<file path="src/design/phv2_pkg.sv">
package phv2_pkg;

  localparam int unsigned QDepthDefault = 4;

  typedef enum logic [3:0] {
    K_SIG = 4'd0, K_CMD = 4'd1, K_FAM = 4'd2, K_LEN = 4'd3, K_SRC = 4'd4,
    K_DST = 4'd5, K_SPORT = 4'd6, K_DPORT = 4'd7, K_TTYPE = 4'd8,
    K_TLEN = 4'd9, K_TVAL = 4'd10, K_IGN = 4'd11, K_PAY = 4'd12
  } kind_t;

  typedef enum logic [3:0] {
    S_PEND = 4'd0, S_PROXY = 4'd1, S_LOCAL = 4'd2, S_NOSIG = 4'd3,
    S_BADCMD = 4'd4, S_BADFAM = 4'd5, S_SHORT = 4'd6, S_TLVSHORT = 4'd7,
    S_TLVOVR = 4'd8, S_TRUNC = 4'd9
  } status_t;

  localparam logic [7:0] CMD_LOCAL  = 8'h20;
  localparam logic [7:0] CMD_PROXY  = 8'h21;
  localparam logic [7:0] FAM_UNSPEC = 8'h00;
  localparam logic [7:0] FAM_TCP4   = 8'h11;
  localparam logic [7:0] FAM_UDP4   = 8'h12;
  localparam logic [7:0] FAM_TCP6   = 8'h21;
  localparam logic [7:0] FAM_UDP6   = 8'h22;
  localparam logic [16:0] ADDR_LEN_V4 = 17'd12;
  localparam logic [16:0] ADDR_LEN_V6 = 17'd36;
  localparam logic [16:0] FIXED_LEN   = 17'd16;

  function automatic logic [7:0] sig_byte(input logic [3:0] i);
    case (i)
      4'd0: sig_byte = 8'h0D;
      4'd1: sig_byte = 8'h0A;
      4'd2: sig_byte = 8'h0D;
      4'd3: sig_byte = 8'h0A;
      4'd4: sig_byte = 8'h00;
      4'd5: sig_byte = 8'h0D;
      4'd6: sig_byte = 8'h0A;
      4'd7: sig_byte = 8'h51;
      4'd8: sig_byte = 8'h55;
      4'd9: sig_byte = 8'h49;
      4'd10: sig_byte = 8'h54;
      4'd11: sig_byte = 8'h0A;
      default: sig_byte = 8'h00;
    endcase
  endfunction

  // raw input beat handed to the front parser
  typedef struct packed {
    logic [7:0]  data;
    logic        first;
    logic        last;
  } item_t;

  typedef struct packed {
    logic [3:0]  kind;
    logic [15:0] offset;
    logic [7:0]  data;
    logic [3:0]  status;
    logic        done;
    logic [16:0] hlen;
    logic [1:0]  fam;
    logic        dgram;
  } result_t;

endpackage

</file>
<file path="src/design/phv2_front.sv">
// Parser state machine: one byte per cycle while valid is high, produces a tagged result.
module phv2_front (
  input  logic              clk,
  input  logic              rst_n,
  input  logic              valid,
  input  phv2_pkg::item_t   item,
  output phv2_pkg::result_t res
);
  import phv2_pkg::*;

  logic [16:0] cnt_r, cnt_nxt;
  logic [7:0]  cmd_r, cmd_nxt, fam_r, fam_nxt, hold_r, hold_nxt;
  logic [15:0] blen_r, blen_nxt, left_r, left_nxt, vpos_r, vpos_nxt;
  logic [1:0]  ph_r, ph_nxt;
  logic [3:0]  perr_r, perr_nxt;
  logic        fin_r, fin_nxt;

  always_comb begin
    logic [16:0] pos, total, p, rem, alen, seg, need;
    logic [15:0] len;
    logic [3:0]  kind;
    logic [15:0] off;
    logic        done;
    logic [3:0]  st;
    logic [7:0]  b;
    b = item.data;
    cnt_nxt = cnt_r; cmd_nxt = cmd_r; fam_nxt = fam_r; hold_nxt = hold_r;
    blen_nxt = blen_r; left_nxt = left_r; vpos_nxt = vpos_r; ph_nxt = ph_r;
    perr_nxt = perr_r; fin_nxt = fin_r;
    if (item.first) begin
      cnt_nxt = '0; cmd_nxt = '0; fam_nxt = '0; hold_nxt = '0; blen_nxt = '0;
      left_nxt = '0; vpos_nxt = '0; ph_nxt = '0; perr_nxt = '0; fin_nxt = 1'b0;
    end
    kind = K_PAY; off = '0; done = 1'b0;
    pos = cnt_nxt;
    total = FIXED_LEN + {1'b0, blen_nxt};
    p = pos - FIXED_LEN;
    rem = total - pos;
    len = {hold_nxt, b};
    if (fam_nxt[7:4] == 4'd1) begin
      alen = ADDR_LEN_V4; seg = 17'd4;
    end else begin
      alen = ADDR_LEN_V6; seg = 17'd16;
    end
    need = alen;
    if (!fin_nxt) begin
      if (pos < 17'd12) begin
        kind = K_SIG; off = pos[15:0];
        if (b != sig_byte(pos[3:0])) begin
          perr_nxt = S_NOSIG; fin_nxt = 1'b1; done = 1'b1;
        end
      end else if (pos == 17'd12) begin
        kind = K_CMD; cmd_nxt = b;
        if (b != CMD_LOCAL && b != CMD_PROXY) perr_nxt = S_BADCMD;
      end else if (pos == 17'd13) begin
        kind = K_FAM; fam_nxt = b;
        if (perr_nxt == S_PEND) begin
          if (cmd_nxt == CMD_LOCAL) begin
            if (b != FAM_UNSPEC) perr_nxt = S_BADFAM;
          end else if (b != FAM_TCP4 && b != FAM_UDP4 && b != FAM_TCP6 &&
                       b != FAM_UDP6) begin
            perr_nxt = S_BADFAM;
          end
        end
      end else if (pos == 17'd14) begin
        kind = K_LEN; blen_nxt = {b, 8'h00};
      end else if (pos == 17'd15) begin
        kind = K_LEN; off = 16'd1;
        blen_nxt = {blen_nxt[15:8], b};
        if (perr_nxt == S_PEND && cmd_nxt == CMD_PROXY &&
            {1'b0, blen_nxt} < need) perr_nxt = S_SHORT;
      end else if (perr_nxt != S_PEND || cmd_nxt != CMD_PROXY) begin
        kind = K_IGN; off = p[15:0];
      end else if (p < alen) begin
        if (p < seg) begin
          kind = K_SRC; off = p[15:0];
        end else if (p < (seg << 1)) begin
          kind = K_DST; off = 16'(p - seg);
        end else if (p < (seg << 1) + 17'd2) begin
          kind = K_SPORT; off = 16'(p - (seg << 1));
        end else begin
          kind = K_DPORT; off = 16'(p - (seg << 1) - 17'd2);
        end
      end else begin
        case (ph_nxt)
          2'd0: begin
            kind = K_TTYPE;
            if (rem < 17'd3) perr_nxt = S_TLVSHORT;
            else ph_nxt = 2'd1;
          end
          2'd1: begin
            kind = K_TLEN; hold_nxt = b; ph_nxt = 2'd2;
          end
          2'd2: begin
            kind = K_TLEN; off = 16'd1;
            if (rem - 17'd1 < {1'b0, len}) begin
              perr_nxt = S_TLVOVR; ph_nxt = 2'd0;
            end else if (len == 16'd0) begin
              ph_nxt = 2'd0;
            end else begin
              ph_nxt = 2'd3; left_nxt = len; vpos_nxt = '0;
            end
          end
          default: begin
            kind = K_TVAL; off = vpos_nxt;
            vpos_nxt = vpos_nxt + 16'd1;
            left_nxt = left_nxt - 16'd1;
            if (left_nxt == 16'd0) ph_nxt = 2'd0;
          end
        endcase
      end
      if (!fin_nxt) begin
        cnt_nxt = pos + 17'd1;
        if (pos >= 17'd15 && cnt_nxt == FIXED_LEN + {1'b0, blen_nxt}) begin
          if (perr_nxt == S_PEND) perr_nxt = (cmd_nxt == CMD_PROXY) ? S_PROXY : S_LOCAL;
          fin_nxt = 1'b1; done = 1'b1;
        end else if (item.last) begin
          perr_nxt = S_TRUNC; fin_nxt = 1'b1; done = 1'b1;
        end
      end
    end
    st = fin_nxt ? perr_nxt : S_PEND;
    res.kind = kind;
    res.offset = off;
    res.data = b;
    res.status = st;
    res.done = done;
    res.hlen = (st == S_PROXY || st == S_LOCAL) ? cnt_nxt : '0;
    res.fam = (fam_nxt[7:4] == 4'd1) ? 2'd1 : (fam_nxt[7:4] == 4'd2) ? 2'd2 : 2'd0;
    res.dgram = (fam_nxt == FAM_UDP4 || fam_nxt == FAM_UDP6);
  end

  always_ff @(posedge clk) begin
    if (!rst_n) begin
      cnt_r <= '0; cmd_r <= '0; fam_r <= '0; hold_r <= '0; blen_r <= '0;
      left_r <= '0; vpos_r <= '0; ph_r <= '0; perr_r <= '0; fin_r <= 1'b0;
    end else if (valid) begin
      cnt_r <= cnt_nxt; cmd_r <= cmd_nxt; fam_r <= fam_nxt; hold_r <= hold_nxt;
      blen_r <= blen_nxt; left_r <= left_nxt; vpos_r <= vpos_nxt; ph_r <= ph_nxt;
      perr_r <= perr_nxt; fin_r <= fin_nxt;
    end
  end

  assert property (@(posedge clk) disable iff (!rst_n)
    res.done |-> res.status != S_PEND) else $error("done without final status");
  assert property (@(posedge clk) disable iff (!rst_n)
    (res.hlen != '0) |-> (res.status == S_PROXY || res.status == S_LOCAL))
    else $error("length on failed header");
  assert property (@(posedge clk) disable iff (!rst_n)
    fin_r && !item.first |-> res.kind == K_PAY) else $error("tag after finish");
endmodule

</file>
<file path="src/design/phv2_queue.sv">
// Result queue between the parser and the output side.
module phv2_queue #(
  parameter int unsigned DEPTH = phv2_pkg::QDepthDefault
) (
  input  logic              clk,
  input  logic              rst_n,
  input  logic              wr,
  input  phv2_pkg::result_t wdata,
  input  logic              rd,
  output phv2_pkg::result_t rdata,
  output logic              full,
  output logic              empty
);
  import phv2_pkg::*;
  localparam int unsigned AW = (DEPTH > 1) ? $clog2(DEPTH) : 1;

  result_t mem_r [DEPTH];
  logic [AW-1:0] wp_r, rp_r;
  logic [AW:0]   cnt_r;

  assign full  = (cnt_r == (AW+1)'(DEPTH));
  assign empty = (cnt_r == '0);
  assign rdata = mem_r[rp_r];

  always_ff @(posedge clk) begin
    if (wr) mem_r[wp_r] <= wdata;
  end

  always_ff @(posedge clk) begin
    if (!rst_n) begin
      wp_r <= '0; rp_r <= '0; cnt_r <= '0;
    end else begin
      if (wr) wp_r <= (wp_r == AW'(DEPTH - 1)) ? '0 : wp_r + 1'b1;
      if (rd) rp_r <= (rp_r == AW'(DEPTH - 1)) ? '0 : rp_r + 1'b1;
      cnt_r <= cnt_r + (AW+1)'(wr) - (AW+1)'(rd);
    end
  end

  assert property (@(posedge clk) disable iff (!rst_n)
    !(wr && full)) else $error("queue overflow");
  assert property (@(posedge clk) disable iff (!rst_n)
    !(rd && empty)) else $error("queue underflow");
  assert property (@(posedge clk) disable iff (!rst_n)
    wr && !rd |=> !empty) else $error("write lost");
endmodule

</file>
<file path="src/design/proxy_header_v2_binary_parser_unit.sv">
// A byte's result is written into the result queue when the byte is accepted and is read at the queue head.
// One byte per cycle is accepted while the queue is not full; the parser state updates on each accepted byte.
// The result queue lets input continue while results wait, up to QDEPTH.
// Reset (rst_n low, synchronous) clears parser state and empties the queue.
module proxy_header_v2_binary_parser_unit #(
  parameter int unsigned QDEPTH = phv2_pkg::QDepthDefault
) (
  input  logic        clk,
  input  logic        rst_n,
  input  logic        push,
  output logic        full,
  input  logic [7:0]  in_data_byte,
  input  logic        in_first_byte,
  input  logic        in_last_byte,
  output logic        empty,
  input  logic        pop,
  output logic [3:0]  out_field_kind,
  output logic [15:0] out_field_offset,
  output logic [7:0]  out_byte_out,
  output logic [3:0]  out_status,
  output logic        out_header_done,
  output logic [16:0] out_header_length,
  output logic [1:0]  out_addr_family,
  output logic        out_is_datagram
);
  import phv2_pkg::*;

  item_t   item;
  result_t res, q;
  logic    acc;

  assign item = '{data: in_data_byte, first: in_first_byte, last: in_last_byte};
  assign acc  = push && !full;

  phv2_front u_front (.clk, .rst_n, .valid(acc), .item, .res);

  phv2_queue #(.DEPTH(QDEPTH)) u_q (
    .clk, .rst_n, .wr(acc), .wdata(res), .rd(pop && !empty), .rdata(q),
    .full, .empty
  );

  assign out_field_kind    = q.kind;
  assign out_field_offset  = q.offset;
  assign out_byte_out      = q.data;
  assign out_status        = q.status;
  assign out_header_done   = q.done;
  assign out_header_length = q.hlen;
  assign out_addr_family   = q.fam;
  assign out_is_datagram   = q.dgram;
endmodule
</file>
<file path="config.mk">
export PLATFORM = sky130hd
export DESIGN_NAME = proxy_header_v2_binary_parser_unit
export DESIGN_NICKNAME = d
export VERILOG_FILES = /design/src/design/phv2_pkg.sv /design/src/design/phv2_front.sv /design/src/design/phv2_queue.sv /design/src/design/proxy_header_v2_binary_parser_unit.sv
export SDC_FILE = /design/constraint.sdc
export NUM_CORES = 1
export LEC_CHECK = 0
export ABC_AREA = 1
export BUFFER_PORTS_ARGS = -buffer_cell sky130_fd_sc_hd__buf_2
export CAP_MARGIN = 20
export CORE_MARGIN = 10
export CORE_UTILIZATION = 30
export DETAILED_ROUTE_END_ITERATION = 10
export SKIP_LAST_GASP = 1
export SLEW_MARGIN = 20
export SYNTH_ARGS = -nofsm -noshare
export SYNTH_HDL_FRONTEND = slang
export SYNTH_SLANG_ARGS = --single-unit
export TNS_END_PERCENT = 20
</file>
<file path="constraint.sdc">
create_clock -name clk -period 7.1 [get_ports clk]
set_input_delay 1.065 -clock clk [delete_from_list [all_inputs] [get_ports clk]]
set_output_delay 1.065 -clock clk [all_outputs]
set_load 0.02 [all_outputs]
</file>
# Yosys cells after proc, flatten, opt, wreduce, memory -nomap -nowiden
# Memories as Yosys holds them, arrays and structs flattened. A register that Yosys moved wholly into a read port is not among the register bits.
# Index checks and enable logic that the tools add are counted.
[totals] output_inout_bits=55 reg_bits=103 ram_bits=212 wordCells=235 memories=2 rom_bits=96
[mem_list] memory="u_q.mem_r" words=4 width=53 read_ports=1 rd_clocked_by_memory_dff=1 write_ports=1 line="phv2_queue.sv:17" source="result_t mem_r [DEPTH];"
[mem_list] memory="(name not given)" words=16 width=6 read_ports=1 rd_clocked_by_memory_dff=0 write_ports=0 line="phv2_pkg.sv:29" source="case (i)"
[op_classes] eq_ne=27 reduce_logical=24 n_lt_le_gt_ge=9 addsub=16 n_mux=144
[op_table] op="16-bit 2-to-1 mux" count=40
[op_table] op="8-bit 2-to-1 mux" count=23
[op_table] op="4-bit 2-to-1 mux" count=34
[op_table] op="16-bit one-hot mux with 2 select lines" count=3
[op_table] op="17-bit by 4-bit equality test with 1-bit output (second input constant)" count=4
[op_table] op="17-bit 2-to-1 mux" count=4
[op_table] op="2-bit 2-to-1 mux" count=20
[op_table] op="5-bit by 16-bit adder with 17-bit output (first input constant)" count=2
[op_table] op="17-bit by 6-bit < comparator with 1-bit output" count=2
[op_table] op="8-bit by 6-bit equality test with 1-bit output (second input constant)" count=4
[op_table] op="16-bit logical NOT" count=2
[op_table] op="8-bit by 6-bit inequality test with 1-bit output (second input constant)" count=4
[op_table] op="17-bit by 1-bit adder with 17-bit output (second input constant)" count=1
[op_table] op="17-bit equality test" count=1
[op_table] op="17-bit by 4-bit greater-or-equal comparator with 1-bit output (second input constant)" count=1
[op_table] op="17-bit by 16-bit < comparator with 1-bit output" count=1
[op_table] op="17-bit by 2-bit < comparator with 1-bit output (second input constant)" count=1
[op_table] op="17-bit by 4-bit < comparator with 1-bit output (second input constant)" count=1
[op_table] op="17-bit by 5-bit < comparator with 1-bit output" count=1
[op_table] op="17-bit by 7-bit < comparator with 1-bit output" count=1
[op_table] op="17-bit by 1-bit subtractor with 17-bit output (second input constant)" count=1
[op_table] op="17-bit subtractor" count=1
[op_table] op="17-bit by 5-bit subtractor with 17-bit output (second input constant)" count=1
[op_table] op="16-bit by 1-bit adder with 16-bit output (second input constant)" count=1
[op_table] op="other kinds (32)" count=66

# Longest topological paths before layout
# Gate-level depths: netlist (run 1).
[depth] depth_word=24 mapped_depth=50 depth_no_buf=47

# Hierarchy
# A second synthesis (run 1) with hierarchy kept.
[hier_totals] cells_unflattened=2825 hier_area_um2=21260.4
[by_module_without_submodules] module="phv2_front" cells_each=2143 n_inst=1 area_each_um2=12411.9
[by_module_without_submodules] module="phv2_queue" cells_each=678 n_inst=1 area_each_um2=8828.5
[by_module_without_submodules] module="proxy_header_v2_binary_parser_unit" cells_each=4 n_inst=1 area_each_um2=20.0

# Worst setup path before layout (run 1)
# No wires, ideal clock.
[synth_timing] path_type="input-to-reg" start="in in_first_byte" end="mem u_q.mem_r[0][10] (netlist bit) (data pin)" slack_ps=544 setup_ps=267 arrival_ps=6289 cell_stages=43 t_required_ps=6833 cell_sequence="buf_6 -> clkbuf_1 -> clkbuf_1 -> buf_1 -> nor3_1 -> a21oi_1 -> ha_1 -> nand2_1 -> nor2_1 -> nand2_1 -> nand3_1 -> nand2_1 -> nand2_1 -> nor2_1 -> inv_1 -> nor4_1 -> nand3_1 -> or4_1 -> [... 7 more ...] -> nand3_1 -> nand2_1 -> nand2_1 -> nand2_1 -> nand2_1 -> nand2_1 -> nand2_1 -> nand2_1 -> nand2_1 -> nand2_1 -> nand2_1 -> inv_1 -> nand3_1 -> a21oi_1 -> nand3_1 -> nand3_4 -> buf_8 -> nor2_4"
[synth_rtl] element="start: declaration" line="proxy_header_v2_binary_parser_unit.sv:13" source="input logic in_first_byte,"
[synth_rtl] element="end: declaration" line="phv2_queue.sv:17"

==> flow_summary.yaml, run 1 <==
status:
  status: "complete, no violations"
pwr:
  p_switching_mw: 3.47
  p_seq_frac: 0.313
  swShare: 0.432
  peakVddDrop_mv: 0.156
  clock_power_share: 0.234
  internal_power_mw: 4.58
  leakagePower_nw: 9.70
  p_comb_frac: 0.453
  pwr_density_cell_nw_per_um2: 347
setup_path:
  endpoint_kind: "register"
  worstSetupPathType: "in2reg"
  reg2reg_slack_ns: 1.08
  crit_top_cell: "nand2_1"
  required_ns: 7.46
  slowest_stage: "fa_1"
  critPathBufInv: 5
  worst_ep_arrival_time_ns: 6.78
  reg2regPathDepth: 39
  crit_fanout: 11
  reg2reg_to: "u_q.mem_r[0][19]"
  cp_top_family: "simple AND/OR/NAND/NOR gates"
  cp_slowest_stage_delay_ns: 0.45
  cp-start-kind: "input port"
  reg2reg_from: "u_front.cnt_r[1]"
flow_run:
  drv_cap: 0
placed_design:
  place_congestion: 0.961
  io_buffers: 68
  placed_cells: 3616
  hpwlAfterDp_mm: 46.9
routing:
  drt_iter0_drc: 1780
  finalWirelength_mm: 65.3
  route.antenna.remaining_nets: 0
  vias: 18857
  drtPass1Iterations: 8
  routedWlPerCell_um: 17.7
  drc: 0
  vias_per_cell: 5.12
cts:
  cts_tree: "done"
  clk_latency_ns: 0.56
  postCtsSetupRepairBufs: 0
  numCtsBuffers: 35
  cts_resized: 0
  cts_num_sinks: 317
  cts_max_path_buffers: 3
  hold_buffers: 0
  cts_root_buf: "clkbuf_16"
  clk_pin_slew_ns: 0.06
  cts.htree.levels: 2
layout:
  syn_to_final_growth_pct: 12.4
  final_layout_size_suffix_gt1_frac: 0.0990
  n_antenna_cell: 0
  instances_no_fill: 3680
  nets: 2863
timing:
  relSlewSlack: 0.346
  min_period_ns: 6.42
  timing.final.max_slew_violations: 0
  skew_ns: 0.0255
  hold_violations: 0
  min_period_over_period: 0.904
  timing.fmax_mhz: 156
  setup_violations: 0
  tightest_slew_ns: 0.980
  rsz0062_at_grt: "no"
  finalSetupTns_ns: 0
yosys:
  postSynthAreaPerCell_um2: 7.55
  synth_flop_cell: "edfxtp_1"
  synth_top_family_by_area: "simple AND/OR/NAND/NOR gates"
  synthMuxAreaShare: 0.000485
  synth_fa_ha_area_frac: 0.0481
  synth_nets: 2823
  yosys_warnings: 0
  async_flop_share: 0
  synth_top_area_cell: "edfxtp_1"
  synth_compound_area_frac: 0.181
  synth_edf_count: 212
  syn_area_um2: 20600
  synth-simple-area-share: 0.244
  synthDistinctLibCells: 66
  ys_seq_elements: 317
  synthXorXnorAreaFrac: 0.0246
  synthDominantCellAreaShare: 0.309
  synth_seq_area_share: 0.411
  syn_inst: 2731
  ys_top_cells_by_area: "edfxtp_1 (31%), dfxtp_1 (10%), nand2_1 (9.2%)"
  yosys-top-cells-count: "nand2_1 (507), inv_1 (348), nor2_1 (320), o21ai_0 (301), edfxtp_1 (212)"
  synth_most_common_cell: "nand2_1"
die:
  die_h_um: 282
  initial_core_util: 0.302
  dieArea_um2: 79600
  fp.coreArea_um2: 68300
  chipWidth_um: 282
  num_rows: 96
  io_pins: 69
worst_hold_path:
  hold_depth: 2
  hold_path_class: "reg2reg"
  min-delay-start: "u_front.hold_r[2]"
  whs_endpoint: "u_front.hold_r[2]"
global_route:
  grt_pass1_wl_mm: 102
  first_global_vias: 17691
  grt_start_max_net_pins: 89
  grt.overflow.total: 0
  grt_antenna_before_repair: 0
  track_usage: 0.161
power groups by stage:
| stage | Clock (mW) | Combinational (mW) | Sequential [mW] |
|---|---|---|---|
| after detailed placement | 0 | 3.65 | 2.56 |
| after floorplan | 0 | 2.58 | 2.51 |
| after CTS | 1.93 | 3.67 | 2.52 |
| after global routing | 2.00 | 4.10 | 2.55 |
| after global placement | 0 | 3.62 | 2.55 |
| final | 1.88 | 3.65 | 2.52 |
worst min-delay path: stages (launching register included):
cell	delay, ns
dfxtp_1	0.29
inv_1	0.06
a211oi_1	0.06
metrics by stage:
step	area, µm²	power, mW	setup WS (ns)	utilization	hold slack, ns
6_report	23200	8.05	0.681	0.339	0.463
5_1_grt	23200	8.65	0.0607	0.339	0.479
4_1_cts	23200	8.11	0.737	0.339	0.465
3_5_place_dp	22000	6.21	0.173	0.322	0.455
3_3_place_gp	22000	6.18	0.268	0.322	0.452
2_1_floorplan	20600	5.09	0.544	-	0.437
layer usage:
metal / wire length, µm / vias to the layer above / GRT usage
met5: 0 / - / 0
met4: 2050 / 0 / 0.0532
met3: 4320 / 118 / 0.0233
met2: 30500 / 671 / 0.273
met1: 28400 / 8755 / 0.207
li1: - / 9313 / -
layout by cell type, fill, tap and decap left out, drive strengths merged, types with 41 or more instances in the layout:
master,instances
a21oi,188
buf,118
clkbuf,41
dfxtp,105
edfxtp,212
ha,76
inv,360
nand2,533
nand3,125
nor2,347
nor3,48
o21ai,319
o22ai,57
xor2,48
worst max-delay path by stage:
stage	depth (start not counted)	end	slack [ns]	startpoint
6_report	39	u_q.mem_r[0][19]	0.68	in_first_byte
5_1_grt	40	u_q.mem_r[0][19]	0.06	in_first_byte
4_1_cts	40	u_q.mem_r[0][19]	0.74	in_first_byte
3_5_place_dp	40	u_q.mem_r[1][19]	0.17	in_first_byte
3_3_place_gp	38	u_q.mem_r[0][14]	0.27	in_first_byte
2_1_floorplan	43	u_q.mem_r[0][10]	0.54	in_first_byte
area by class of cell:
class | instances | area (µm²)
clock buffers | 41 | 908
clock inverters | 23 | 272
fillers | 7184 | 45200
inverters | 364 | 1370
multi-input cells | 1935 | 10300
flip-flops and latches | 317 | 8470
well taps | 882 | 1100
repair buffers | 118 | 728
registers in the layout, summed over array words and instances (netlist names), 8 cells and up, named ones only:
| signal | flops |
|---|---|
| u_front.cmd_r | 8 |
| u_front.fam_r | 8 |
| u_front.hold_r | 8 |
| u_front.blen_r | 16 |
| u_front.vpos_r | 16 |
| u_front.cnt_r | 17 |
| u_q.mem_r | 212 |
| u_front.left_r | 16 |
logic make-up (layout without fill, tap and decap cells):
logic type,Yosys count,in the layout
flip-flops,317,317
XOR/XNOR,58,58
AO/OA/AOI/OAI,667,667
multiplexers,1,1
adder cells (fa/ha/maj),78,78
AND/OR/NAND/NOR,1131,1131
buffers and inverters,479,546
No activity file was read; power rests on OpenSTA's default activity.
==> inputs of run 2 (changes only) <==
--- a/config.mk
+++ b/config.mk
@@ -9,8 +9,9 @@
 export BUFFER_PORTS_ARGS = -buffer_cell sky130_fd_sc_hd__buf_2
 export CAP_MARGIN = 20
 export CORE_MARGIN = 10
-export CORE_UTILIZATION = 30
+export CORE_UTILIZATION = 35
 export DETAILED_ROUTE_END_ITERATION = 10
+export GPL_ROUTABILITY_DRIVEN = 0
 export SKIP_LAST_GASP = 1
 export SLEW_MARGIN = 20
 export SYNTH_ARGS = -nofsm -noshare
==> run 2 against run 1 <==
Final cell count fell by 3.2%. Clock-buffer cell count up 4. Routed wire length rose by 1.2%. Worst hold slack gained 0.00085 ns. Utilization is 5.7 points higher. Via count increased by 2.2%. Die area is 13% lower. Critical endpoint is now u_q.mem_r[2][12]. First-iteration DRC count is 1.9% lower. Power decreased by 0.69%. Combinational power about the same. Register-to-register slack worse by 0.09 ns.
==> flow_summary.yaml, run 2 (synthesized netlist as in run 1, its figures left out) <==
cts:
  hold_buffers: 0
  cts_num_sinks: 317
  clk_pin_slew_ns: 0.06
  cts_tree: "done"
  cts_root_buf: "clkbuf_16"
  cts_max_path_buffers: 3
  numCtsBuffers: 35
  cts.htree.levels: 2
  clk_latency_ns: 0.56
setup_path:
  slowest_stage: "fa_1"
  crit_fanout: 17
  required_ns: 7.49
  cp_slowest_stage_delay_ns: 0.38
  endpoint_kind: "register"
  crit_top_cell: "nand2_1"
  worstSetupPathType: "in2reg"
  cp-start-kind: "input port"
  worst_ep_arrival_time_ns: 6.85
status:
  status: "complete, no violations"
timing:
  skew_ns: 0.0232
  setup_violations: 0
  rsz0062_at_grt: "no"
  min_period_ns: 6.47
  timing.fmax_mhz: 155
  tightest_slew_ns: 0.953
  min_period_over_period: 0.911
  hold_violations: 0
  setup_ws_ns: 0.634
  relSlewSlack: 0.363
  timing.final.max_slew_violations: 0
  finalSetupTns_ns: 0
global_route:
  grt.overflow.total: 0
  grt_start_max_net_pins: 83
  track_usage: 0.182
  first_global_vias: 17724
  grt_pass1_wl_mm: 102
  grt_antenna_before_repair: 1
routing:
  route.antenna.remaining_nets: 0
  vias: 19264
  vias_per_cell: 5.41
  drc: 0
  drt_iter0_drc: 1747
  routedWlPerCell_um: 18.5
  drtPass1Iterations: 6
  finalWirelength_mm: 66.0
layout:
  syn_to_final_growth_pct: 11.4
  fin_area_um2: 23000
  instances_no_fill: 3561
  top_register: "u_q.mem_r"
  final_layout_size_suffix_gt1_frac: 0.0984
  layout_commonest_cell: "nand2_1"
  top_regs: "u_q.mem_r x212, u_front.cnt_r x17"
  layout_common_cells: "nand2_1 (507), inv_1 (345), nor2_1 (310)"
  nets: 2860
  largest_register_ffs: 212
die:
  io_pins: 69
  fp.coreArea_um2: 58000
  die_h_um: 263
  initial_core_util: 0.355
  chipWidth_um: 263
  num_rows: 88
  dieArea_um2: 69000
pwr:
  pwr_density_cell_nw_per_um2: 348
  leakagePower_nw: 9.66
  peakVddDrop_mv: 0.203
  total_power_mw: 7.99
placed_design:
  hpwlAfterDp_mm: 46.7
  placed_cells: 3496
  place_ws_ns: 0.165
  io_buffers: 68
  dpl_cell_area_um2: 21800
worst_hold_path:
  hold_path_class: "reg2reg"
flow_run:
  drv_cap: 0
==> run 2: cell count changes in the layout (fill, tap and decap cells not counted), moves of 2 or more <==
cell,before,now
clkbuf_1,5,8
nor2_2,10,12
bufinv_16,4,2
clkinv_1,12,10
buf_4,49,45
inv_6,4,2
clkinv_2,5,8
==> run 2: area by class of cell <==
| class | instances | area [µm²] |
|---|---|---|
| inverters | 364 | 1370 |
| repair buffers | 115 | 718 |
| clock inverters | 19 | 175 |
| clock buffers | 45 | 945 |
| multi-input cells | 1935 | 10300 |
| well taps | 765 | 957 |
| flip-flops and latches | 317 | 8470 |
| fillers | 5886 | 35000 |
| diodes | 1 | 2.50 |
==> run 2: worst paths after layout <==
check,from,end,slack (ns),cells after the start
max,in_first_byte,u_q.mem_r[2][12],0.63,43
min,u_front.vpos_r[14],u_front.vpos_r[14],0.46,2
max reg2reg,u_front.cnt_r[1],u_q.mem_r[2][12],0.99,40
min reg2reg,u_front.vpos_r[14],u_front.vpos_r[14],0.46,2
==> run 2: report_power, final <==
| group | internal [mW] | total, mW | switching (mW) |
|---|---|---|---|
| sequential | 2.38 | 2.52 | 0.142 |
| combinational | 1.11 | 3.68 | 2.57 |
| clock | 1.03 | 1.80 | 0.773 |
==> run 2: worst max-delay path: cells and delay by family <==
family          cells  cell delay [ns]
compound gates      6             0.91
xor+xnor            1             0.19
fa+ha+maj           3             0.87
buf+inv             5             0.79
simple gates       28             3.02
==> run 2: repair_timing <==
action,CTS,global route
hold endpoints to repair,0,0
gates resized for setup,0,3
buffers inserted,0,0
endpoints found under the setup margin,0,52
==> run 2: metrics by stage <==
step | utilization | hold WS [ns]
finish | 0.396 | 0.464
global route | 0.396 | 0.484
CTS | 0.396 | 0.465
detailed placement | 0.376 | 0.455
global placement | 0.376 | 0.448
floorplan | - | 0.437
==> run 2: per-layer routing <==
| metal | up-vias | GRT usage | wire, µm |
|---|---|---|---|
| met3 | 174 | 0.0278 | 4410 |
| met5 | - | 0 | 0 |
| met2 | 712 | 0.295 | 30400 |
| met4 | 0 | 0.0778 | 2620 |
| met1 | 9052 | 0.238 | 28500 |
| li1 | 9326 | - | - |
